### src/sv/dqtp_pkg.sv
package dqtp_pkg;

  // Marker bytes and masks of the DQT segment.
  localparam logic [7:0] MARK_FF     = 8'hFF;
  localparam logic [7:0] MARK_DQT    = 8'hDB;
  localparam logic [7:0] ID_MASK     = 8'h0F;
  localparam logic [7:0] PREC_MASK   = 8'hF0;
  localparam int         TABLE_LEN   = 64;
  localparam logic [15:0] NEED_NARROW = 16'(TABLE_LEN);
  localparam logic [15:0] NEED_WIDE   = 16'(2 * TABLE_LEN);
  localparam logic [5:0]  ZZ_LAST     = 6'(TABLE_LEN - 1);

  // Result status codes.
  localparam logic [1:0] ST_ENTRY   = 2'd0;
  localparam logic [1:0] ST_BAD_MRK = 2'd1;
  localparam logic [1:0] ST_OVERRUN = 2'd2;

  // Parser phases.
  typedef enum logic [2:0] {
    PH_IDLE  = 3'd0,
    PH_MARK2 = 3'd1,
    PH_LENHI = 3'd2,
    PH_LENLO = 3'd3,
    PH_INFO  = 3'd4,
    PH_ENTRY = 3'd5,
    PH_LOW   = 3'd6
  } phase_t;

  // One result item as it travels from the parser to the output queue.
  typedef struct packed {
    logic [1:0]  status;
    logic [3:0]  table_id;
    logic [5:0]  entry_index;
    logic [15:0] entry_value;
    logic        table_last;
    logic        segment_last;
  } result_t;

  // Natural (row-major) index of each zigzag position.
  function automatic logic [5:0] natural_of_zz(input logic [5:0] zz);
    logic [5:0] idx;
    case (zz)
      6'd0:  idx = 6'd0;   6'd1:  idx = 6'd1;   6'd2:  idx = 6'd8;   6'd3:  idx = 6'd16;
      6'd4:  idx = 6'd9;   6'd5:  idx = 6'd2;   6'd6:  idx = 6'd3;   6'd7:  idx = 6'd10;
      6'd8:  idx = 6'd17;  6'd9:  idx = 6'd24;  6'd10: idx = 6'd32;  6'd11: idx = 6'd25;
      6'd12: idx = 6'd18;  6'd13: idx = 6'd11;  6'd14: idx = 6'd4;   6'd15: idx = 6'd5;
      6'd16: idx = 6'd12;  6'd17: idx = 6'd19;  6'd18: idx = 6'd26;  6'd19: idx = 6'd33;
      6'd20: idx = 6'd40;  6'd21: idx = 6'd48;  6'd22: idx = 6'd41;  6'd23: idx = 6'd34;
      6'd24: idx = 6'd27;  6'd25: idx = 6'd20;  6'd26: idx = 6'd13;  6'd27: idx = 6'd6;
      6'd28: idx = 6'd7;   6'd29: idx = 6'd14;  6'd30: idx = 6'd21;  6'd31: idx = 6'd28;
      6'd32: idx = 6'd35;  6'd33: idx = 6'd42;  6'd34: idx = 6'd49;  6'd35: idx = 6'd56;
      6'd36: idx = 6'd57;  6'd37: idx = 6'd50;  6'd38: idx = 6'd43;  6'd39: idx = 6'd36;
      6'd40: idx = 6'd29;  6'd41: idx = 6'd22;  6'd42: idx = 6'd15;  6'd43: idx = 6'd23;
      6'd44: idx = 6'd30;  6'd45: idx = 6'd37;  6'd46: idx = 6'd44;  6'd47: idx = 6'd51;
      6'd48: idx = 6'd58;  6'd49: idx = 6'd59;  6'd50: idx = 6'd52;  6'd51: idx = 6'd45;
      6'd52: idx = 6'd38;  6'd53: idx = 6'd31;  6'd54: idx = 6'd39;  6'd55: idx = 6'd46;
      6'd56: idx = 6'd53;  6'd57: idx = 6'd60;  6'd58: idx = 6'd61;  6'd59: idx = 6'd54;
      6'd60: idx = 6'd47;  6'd61: idx = 6'd55;  6'd62: idx = 6'd62;  6'd63: idx = 6'd63;
      default: idx = 6'd0;
    endcase
    return idx;
  endfunction

endpackage

### src/sv/dqtp_parse.sv
// Front end: takes one segment byte per accepted beat, advances the parse
// state and produces at most one result in the same cycle.
module dqtp_parse (
  input  logic              clk,
  input  logic              rst,
  input  logic              byte_en,      // a byte is accepted this cycle
  input  logic [7:0]        seg_byte,
  input  logic              seg_start,
  output logic              res_valid,
  output dqtp_pkg::result_t res
);

  dqtp_pkg::phase_t phase, phase_next;
  logic [15:0] bytes_remaining, bytes_remaining_next;
  logic [3:0]  current_table, current_table_next;
  logic        wide_entries, wide_entries_next;
  logic [5:0]  zigzag_position, zigzag_position_next;
  logic [7:0]  high_byte, high_byte_next;

  // Shared terms of the datapath.
  logic [15:0] rem_dec;
  logic [15:0] seg_len;
  logic [3:0]  info_id;
  logic        info_wide;
  logic        info_overrun;
  logic        tab_end;

  assign rem_dec      = (bytes_remaining != 16'd0) ? bytes_remaining - 16'd1 : bytes_remaining;
  assign seg_len      = {high_byte, seg_byte};
  assign info_id      = 4'(seg_byte & dqtp_pkg::ID_MASK);
  assign info_wide    = (seg_byte & dqtp_pkg::PREC_MASK) != 8'd0;
  assign info_overrun = rem_dec < (info_wide ? dqtp_pkg::NEED_WIDE : dqtp_pkg::NEED_NARROW);
  assign tab_end      = zigzag_position == dqtp_pkg::ZZ_LAST;

  // Next phase.
  always_comb begin
    phase_next = phase;
    if (seg_start) begin
      phase_next = (seg_byte == dqtp_pkg::MARK_FF) ? dqtp_pkg::PH_MARK2 : dqtp_pkg::PH_IDLE;
    end else begin
      case (phase)
        dqtp_pkg::PH_IDLE: phase_next = dqtp_pkg::PH_IDLE;
        dqtp_pkg::PH_MARK2: begin
          phase_next = (seg_byte == dqtp_pkg::MARK_DQT) ? dqtp_pkg::PH_LENHI
                                                        : dqtp_pkg::PH_IDLE;
        end
        dqtp_pkg::PH_LENHI: phase_next = dqtp_pkg::PH_LENLO;
        dqtp_pkg::PH_LENLO: begin
          phase_next = (seg_len > 16'd2) ? dqtp_pkg::PH_INFO : dqtp_pkg::PH_IDLE;
        end
        dqtp_pkg::PH_INFO: begin
          phase_next = info_overrun ? dqtp_pkg::PH_IDLE : dqtp_pkg::PH_ENTRY;
        end
        dqtp_pkg::PH_ENTRY, dqtp_pkg::PH_LOW: begin
          if (phase == dqtp_pkg::PH_ENTRY && wide_entries) begin
            phase_next = dqtp_pkg::PH_LOW;
          end else if (tab_end) begin
            phase_next = (rem_dec == 16'd0) ? dqtp_pkg::PH_IDLE : dqtp_pkg::PH_INFO;
          end else begin
            phase_next = dqtp_pkg::PH_ENTRY;
          end
        end
        default: phase_next = dqtp_pkg::PH_IDLE;
      endcase
    end
  end

  // Results and datapath updates.
  always_comb begin
    res_valid             = 1'b0;
    res                   = '0;
    bytes_remaining_next  = bytes_remaining;
    current_table_next    = current_table;
    wide_entries_next     = wide_entries;
    zigzag_position_next  = zigzag_position;
    high_byte_next        = high_byte;
    if (seg_start) begin
      if (seg_byte != dqtp_pkg::MARK_FF) begin
        res_valid  = 1'b1;
        res.status = dqtp_pkg::ST_BAD_MRK;
      end
    end else begin
      case (phase)
        dqtp_pkg::PH_MARK2: begin
          if (seg_byte != dqtp_pkg::MARK_DQT) begin
            res_valid  = 1'b1;
            res.status = dqtp_pkg::ST_BAD_MRK;
          end
        end
        dqtp_pkg::PH_LENHI: high_byte_next = seg_byte;
        dqtp_pkg::PH_LENLO: begin
          if (seg_len < 16'd2) begin
            res_valid  = 1'b1;
            res.status = dqtp_pkg::ST_OVERRUN;
          end else begin
            bytes_remaining_next = seg_len - 16'd2;
          end
        end
        dqtp_pkg::PH_INFO: begin
          bytes_remaining_next = rem_dec;
          current_table_next   = info_id;
          wide_entries_next    = info_wide;
          zigzag_position_next = 6'd0;
          if (info_overrun) begin
            res_valid    = 1'b1;
            res.status   = dqtp_pkg::ST_OVERRUN;
            res.table_id = info_id;
          end
        end
        dqtp_pkg::PH_ENTRY, dqtp_pkg::PH_LOW: begin
          bytes_remaining_next = rem_dec;
          if (phase == dqtp_pkg::PH_ENTRY && wide_entries) begin
            high_byte_next = seg_byte;
          end else begin
            res_valid        = 1'b1;
            res.status       = dqtp_pkg::ST_ENTRY;
            res.table_id     = current_table;
            res.entry_index  = dqtp_pkg::natural_of_zz(zigzag_position);
            res.entry_value  = (phase == dqtp_pkg::PH_LOW) ? {high_byte, seg_byte}
                                                           : {8'd0, seg_byte};
            res.table_last   = tab_end;
            res.segment_last = tab_end && (rem_dec == 16'd0);
            zigzag_position_next = tab_end ? 6'd0 : zigzag_position + 6'd1;
          end
        end
        default: ;
      endcase
    end
    res_valid = res_valid && byte_en;
  end

  // State registers; they move only on an accepted byte.
  always_ff @(posedge clk) begin
    if (rst) begin
      phase           <= dqtp_pkg::PH_IDLE;
      bytes_remaining <= '0;
      current_table   <= '0;
      wide_entries    <= 1'b0;
      zigzag_position <= '0;
      high_byte       <= '0;
    end else if (byte_en) begin
      phase           <= phase_next;
      bytes_remaining <= bytes_remaining_next;
      current_table   <= current_table_next;
      wide_entries    <= wide_entries_next;
      zigzag_position <= zigzag_position_next;
      high_byte       <= high_byte_next;
    end
  end

endmodule

### src/sv/dqtp_queue.sv
// Back end: a small result queue that drives the output stream, so the
// parser keeps taking bytes while a result waits for the consumer.
module dqtp_queue #(
  parameter int DEPTH = 2
) (
  input  logic              clk,
  input  logic              rst,
  input  logic              push,
  input  dqtp_pkg::result_t push_data,
  output logic              full,
  output logic              out_valid,
  input  logic              out_ready,
  output dqtp_pkg::result_t out_data
);

  localparam int PW = (DEPTH > 1) ? $clog2(DEPTH) : 1;
  localparam int CW = $clog2(DEPTH + 1);

  dqtp_pkg::result_t mem [DEPTH];
  logic [PW-1:0] wr_ptr, rd_ptr;
  logic [CW-1:0] count;
  logic          pop;

  assign full      = count == CW'(DEPTH);
  assign out_valid = count != '0;
  assign out_data  = mem[rd_ptr];
  assign pop       = out_valid && out_ready;

  // Entry storage.
  always_ff @(posedge clk) begin
    if (push) begin
      mem[wr_ptr] <= push_data;
    end
  end

  // Pointers and fill count.
  always_ff @(posedge clk) begin
    if (rst) begin
      wr_ptr <= '0;
      rd_ptr <= '0;
      count  <= '0;
    end else begin
      if (push) begin
        wr_ptr <= (wr_ptr == PW'(DEPTH - 1)) ? '0 : wr_ptr + PW'(1);
      end
      if (pop) begin
        rd_ptr <= (rd_ptr == PW'(DEPTH - 1)) ? '0 : rd_ptr + PW'(1);
      end
      if (push && !pop) begin
        count <= count + CW'(1);
      end else if (pop && !push) begin
        count <= count - CW'(1);
      end
    end
  end

endmodule

### src/sv/jpeg_dqt_segment_parser.sv
// DQT segment parser. Takes one segment byte per beat, checks the FF DB
// marker, reads the 16-bit length and then each table's info byte and its 64
// entries (8-bit, or 16-bit big-endian when the precision nibble is nonzero).
// Every entry comes out as one result beat with its table id and its natural
// row-major index; bad markers, length fields below 2 and tables that run
// past the segment length come out as status beats. The parser handles one
// byte per clock cycle, and the result queue of QUEUE_DEPTH entries (at
// least 2) keeps that rate while the output side takes one beat per cycle;
// the input stalls only when the queue is full.
module jpeg_dqt_segment_parser #(
  parameter int QUEUE_DEPTH = 2
) (
  input  logic        clk,
  input  logic        rst,
  input  logic        s_axis_tvalid,
  output logic        s_axis_tready,
  input  logic [7:0]  s_axis_tdata,   // [7:0] seg_byte
  input  logic [0:0]  s_axis_tuser,   // [0] seg_start
  output logic        m_axis_tvalid,
  input  logic        m_axis_tready,
  output logic [31:0] m_axis_tdata,   // [3:0] table_id, [9:4] entry_index,
                                      // [25:10] entry_value, zeros above
  output logic [2:0]  m_axis_tuser,   // [1:0] status, [2] table_last
  output logic        m_axis_tlast    // segment_last
);

  logic              byte_en;
  logic              res_valid;
  logic              q_full;
  dqtp_pkg::result_t res;
  dqtp_pkg::result_t q_out;

  assign s_axis_tready = !q_full;
  assign byte_en       = s_axis_tvalid && s_axis_tready;

  // Front end: byte parser.
  dqtp_parse u_parse (
    .clk       (clk),
    .rst       (rst),
    .byte_en   (byte_en),
    .seg_byte  (s_axis_tdata),
    .seg_start (s_axis_tuser[0]),
    .res_valid (res_valid),
    .res       (res)
  );

  // Back end: result queue feeding the output stream.
  dqtp_queue #(
    .DEPTH (QUEUE_DEPTH)
  ) u_queue (
    .clk       (clk),
    .rst       (rst),
    .push      (res_valid),
    .push_data (res),
    .full      (q_full),
    .out_valid (m_axis_tvalid),
    .out_ready (m_axis_tready),
    .out_data  (q_out)
  );

  // Output packing.
  assign m_axis_tdata = {6'd0, q_out.entry_value, q_out.entry_index, q_out.table_id};
  assign m_axis_tuser = {q_out.table_last, q_out.status};
  assign m_axis_tlast = q_out.segment_last;

endmodule

### config.mk
export PLATFORM = sky130hd
export DESIGN_NAME = jpeg_dqt_segment_parser
export DESIGN_NICKNAME = d
export VERILOG_FILES = /design/src/sv/dqtp_pkg.sv /design/src/sv/dqtp_parse.sv /design/src/sv/dqtp_queue.sv /design/src/sv/jpeg_dqt_segment_parser.sv
export SDC_FILE = /design/constraint.sdc
export NUM_CORES = 1
export LEC_CHECK = 0
export ABC_AREA = 1
export ABC_CLOCK_PERIOD_IN_PS = 9000
export BUFFER_PORTS_ARGS = -buffer_cell sky130_fd_sc_hd__buf_4
export CORE_MARGIN = 1.5
export CORE_UTILIZATION = 50
export CTS_BUF_LIST = sky130_fd_sc_hd__clkbuf_4 sky130_fd_sc_hd__clkbuf_8
export CTS_CLUSTER_SIZE = 8
export DETAILED_ROUTE_END_ITERATION = 12
export PLACE_DENSITY = 0.78
export SYNTH_ARGS = -nofsm -noshare
export SYNTH_HDL_FRONTEND = slang
export SYNTH_SLANG_ARGS = --single-unit
export TNS_END_PERCENT = 100
### constraint.sdc
create_clock -name clk -period 9 [get_ports clk]
set_input_delay 1.35 -clock clk [delete_from_list [all_inputs] [get_ports clk]]
set_output_delay 1.35 -clock clk [all_outputs]
set_load 0.02 [all_outputs]
==> results.yml <==
sta:
  finalSetupTns_ps: 0
  finClkSkew_ps: 11.0
  tightestPinTransition_ps: 1140
  fin_crit_ps: 3830
  fmax_ghz: 0.261
  fin_crit_sh_pct: 42.6
  rsz0062_at_grt: "no"
  slew_headroom_pct: 24.0
  final_max_slew_viol_count: 0
  hold_viol: 0
  setup_violations: 0
worst_hold_path:
  hp-start: "u_queue.rd_ptr"
  holdCritPathClass: "reg2reg"
  min_path_cells: 2
synthesis:
  synth_simple_gate_area_share_pct: 26.5
  synthMuxAreaShare_pct: 5.28
  synth_edf_count: 60
  syn_area_um2: 6390
  synthArstFlopShare_pct: 0
  synth_xor_area_share_pct: 1.37
  synth_top_cells_by_count: "165 x nand2_1, 100 x nor2_1, 82 x inv_1, 60 x edfxtp_1, 49 x dfxtp_1"
  syn_inst: 790
  ys_ff_latch: 109
  synth-seq-area-share_pct: 43.5
  yosysTopAreaCell: "edfxtp_1"
  yosysMostFrequentCell: "nand2_1"
  ys_types: 49
  yosysWarnings: 0
  synth-main-ff-cell: "edfxtp_1"
  synth_top_area_share_pct: 28.2
  synth_top_family_by_area: "simple AND/OR/NAND/NOR gates"
  synthTopCellsByArea: "edfxtp_1 28%, dfxtp_1 15%, nand2_1 9.7%"
  synth-compound-area-share_pct: 12.1
  syn-mean-instance-area_um2: 8.09
  yosys.area_share.adder_pct: 3.13
power_and_ir_drop:
  p_sw_share_pct: 29.4
  power_frac_clock_pct: 26.6
  ir_worst_vdd_v: 0.0000666
  power.switching_uw: 333
  power_frac_seq_pct: 50.6
  p_comb_share_pct: 22.8
  p_int_uw: 798
  leakage_uw: 0.00302
  power_density_nw_per_um2: 161
layout:
  nets: 853
  insertedDiodeCount: 0
  utilization_pct: 55.7
  syn_to_final_growth_pct: 9.55
  drive_gt1_share_pct: 16.9
detailed_routing:
  vias: 5345
  avgViaCountPerCell: 5.34
  drt_iter0_drc: 650
  routedWlPerCell_um: 14.1
  detail-route-antenna-nets: 0
  wirelength_um: 14100
  firstDrtPassIters: 5
  drcViolationCount: 0
clocking:
  cts_made_buffers: 9
  cts_tree: "yes"
  htreeDepth: 3
  cts-resized-gates: 0
  clock-sinks: 109
  cts_root_buffer: "clkbuf_8"
  cts_buffer_depth: 2
  cts_hold_buf: 0
  cts_setup_buffers: 0
  clk_pin_slew_ps: 100
  clk_latency_ps: 380
worst_setup_path:
  startpoint_type: "register"
  rr_startpoint: "u_parse.bytes_remaining[0]"
  worst_ep_arrival_time_ps: 3820
  startpoint: "u_parse.bytes_remaining[0]"
  cp_max_fo: 30
  r2r_cells: 13
  critPathCaptureType: "register"
  worstPathRequired_ps: 8990
  crit_type: "reg2reg"
status:
  status: "complete, no violations"
die:
  die_y_um: 116
  die_area_um2: 13500
  core_um2: 12600
  die_w_um: 116
  initial_core_util_pct: 50.9
  core.rowCount: 41
  ios: 51
grt:
  grt_max_degree: 31
  grt_pass1_wl_um: 22600
  grt_antenna_before_repair: 0
  grt_use_total_pct: 21.3
  grt_pass1_vias: 4667
  grt-ovfl-total: 0
placed_design:
  gp_congestion: 0.909
  dp_hpwl_um: 10200
  port_buffers: 44
job:
  cap_violations: 0
==> cell type report <==
| class | count | area [um2] |
|---|---|---|
| inverters | 91 | 344 |
| clock buffers | 9 | 124 |
| fillers | 1131 | 5570 |
| multi-input cells | 567 | 3120 |
| flip-flops and latches | 109 | 2780 |
| clock inverters | 7 | 73.8 |
| repair buffers | 46 | 345 |
| well taps | 172 | 215 |
==> critical path, stage by stage (launching register included) <==
cell	delay, ps
dfxtp_1	410
inv_1	100
ha_1	250
nand2_1	200
nor2_4	80
nand2_2	250
inv_1	70
nor2_1	280
ha_1	300
a21oi_1	190
nand4_1	190
nand4_1	160
nand3_1	110
inv_1	840
==> path summary, 6_finish.rpt <==
kind                             end  slack [ps]
setup / recovery  u_queue.mem[1][29]        5170
hold / removal        u_queue.rd_ptr         480
setup reg to reg  u_queue.mem[1][29]        5170
hold reg to reg       u_queue.rd_ptr         480
==> cell usage in the layout, fill, tap and decap left out, types with 4 or more instances in the layout <==
| cell | count |
|---|---|
| o211ai_1 | 10 |
| ha_1 | 16 |
| nor2_4 | 5 |
| dfxtp_1 | 49 |
| nand4_1 | 6 |
| inv_1 | 82 |
| edfxtp_1 | 60 |
| buf_4 | 46 |
| clkbuf_8 | 9 |
| nor3_1 | 21 |
| nand2_2 | 10 |
| mux2_2 | 30 |
| nand3_1 | 45 |
| xor2_1 | 9 |
| conb_1 | 6 |
| nor2_1 | 99 |
| o21ai_2 | 4 |
| o21ai_0 | 46 |
| inv_2 | 8 |
| a31oi_1 | 5 |
| a21oi_1 | 46 |
| nand2_1 | 165 |
| nor2_2 | 10 |
| a22oi_1 | 4 |
==> flip-flops by register name, indices dropped and copies added, names as in the netlist, named ones only <==
name	count
u_parse.bytes_remaining	16
u_parse.current_table	4
u_parse.high_byte	8
u_parse.phase	3
u_parse.wide_entries	1
u_parse.zigzag_position	6
u_queue.count	2
u_queue.mem	60
u_queue.rd_ptr	1
u_queue.wr_ptr	1
==> logic make-up after synthesis <==
group                    Yosys count
AND/OR/NAND/NOR                  375
AO/OA/AOI/OAI                    130
multiplexers                      30
adder cells (fa/ha/maj)           16
XOR/XNOR                          10
other                              1
flip-flops                       109
buffers and inverters            119
==> stage by stage <==
stage	power [uW]	std cells	hold WS, ps	instance area, um2	setup WS, ps
after floorplan	750	795	448	6410	4880
after global placement	841	985	463	6810	5020
after detailed placement	844	985	467	6810	4980
after CTS	1140	1001	479	7000	5150
after global routing	1180	1001	494	7000	4900
final	1130	1001	480	7000	5170
==> power by group through the flow <==
stage / sequential (uW) / combinational, uW / clock (uW)
global route: 577 / 279 / 321
global placement: 583 / 258 / 0
detailed placement: 585 / 259 / 0
finish: 572 / 258 / 300
floorplan: 579 / 171 / 0
CTS: 573 / 261 / 304
==> metal layers <==
layer	global-route usage, %	part of all wire [%]
met1	29.2	47
met2	35.1	46
met3	2.88	5.5
met4	6.42	1.6
met5	0	0
No activity file was read; power rests on OpenSTA's default activity.
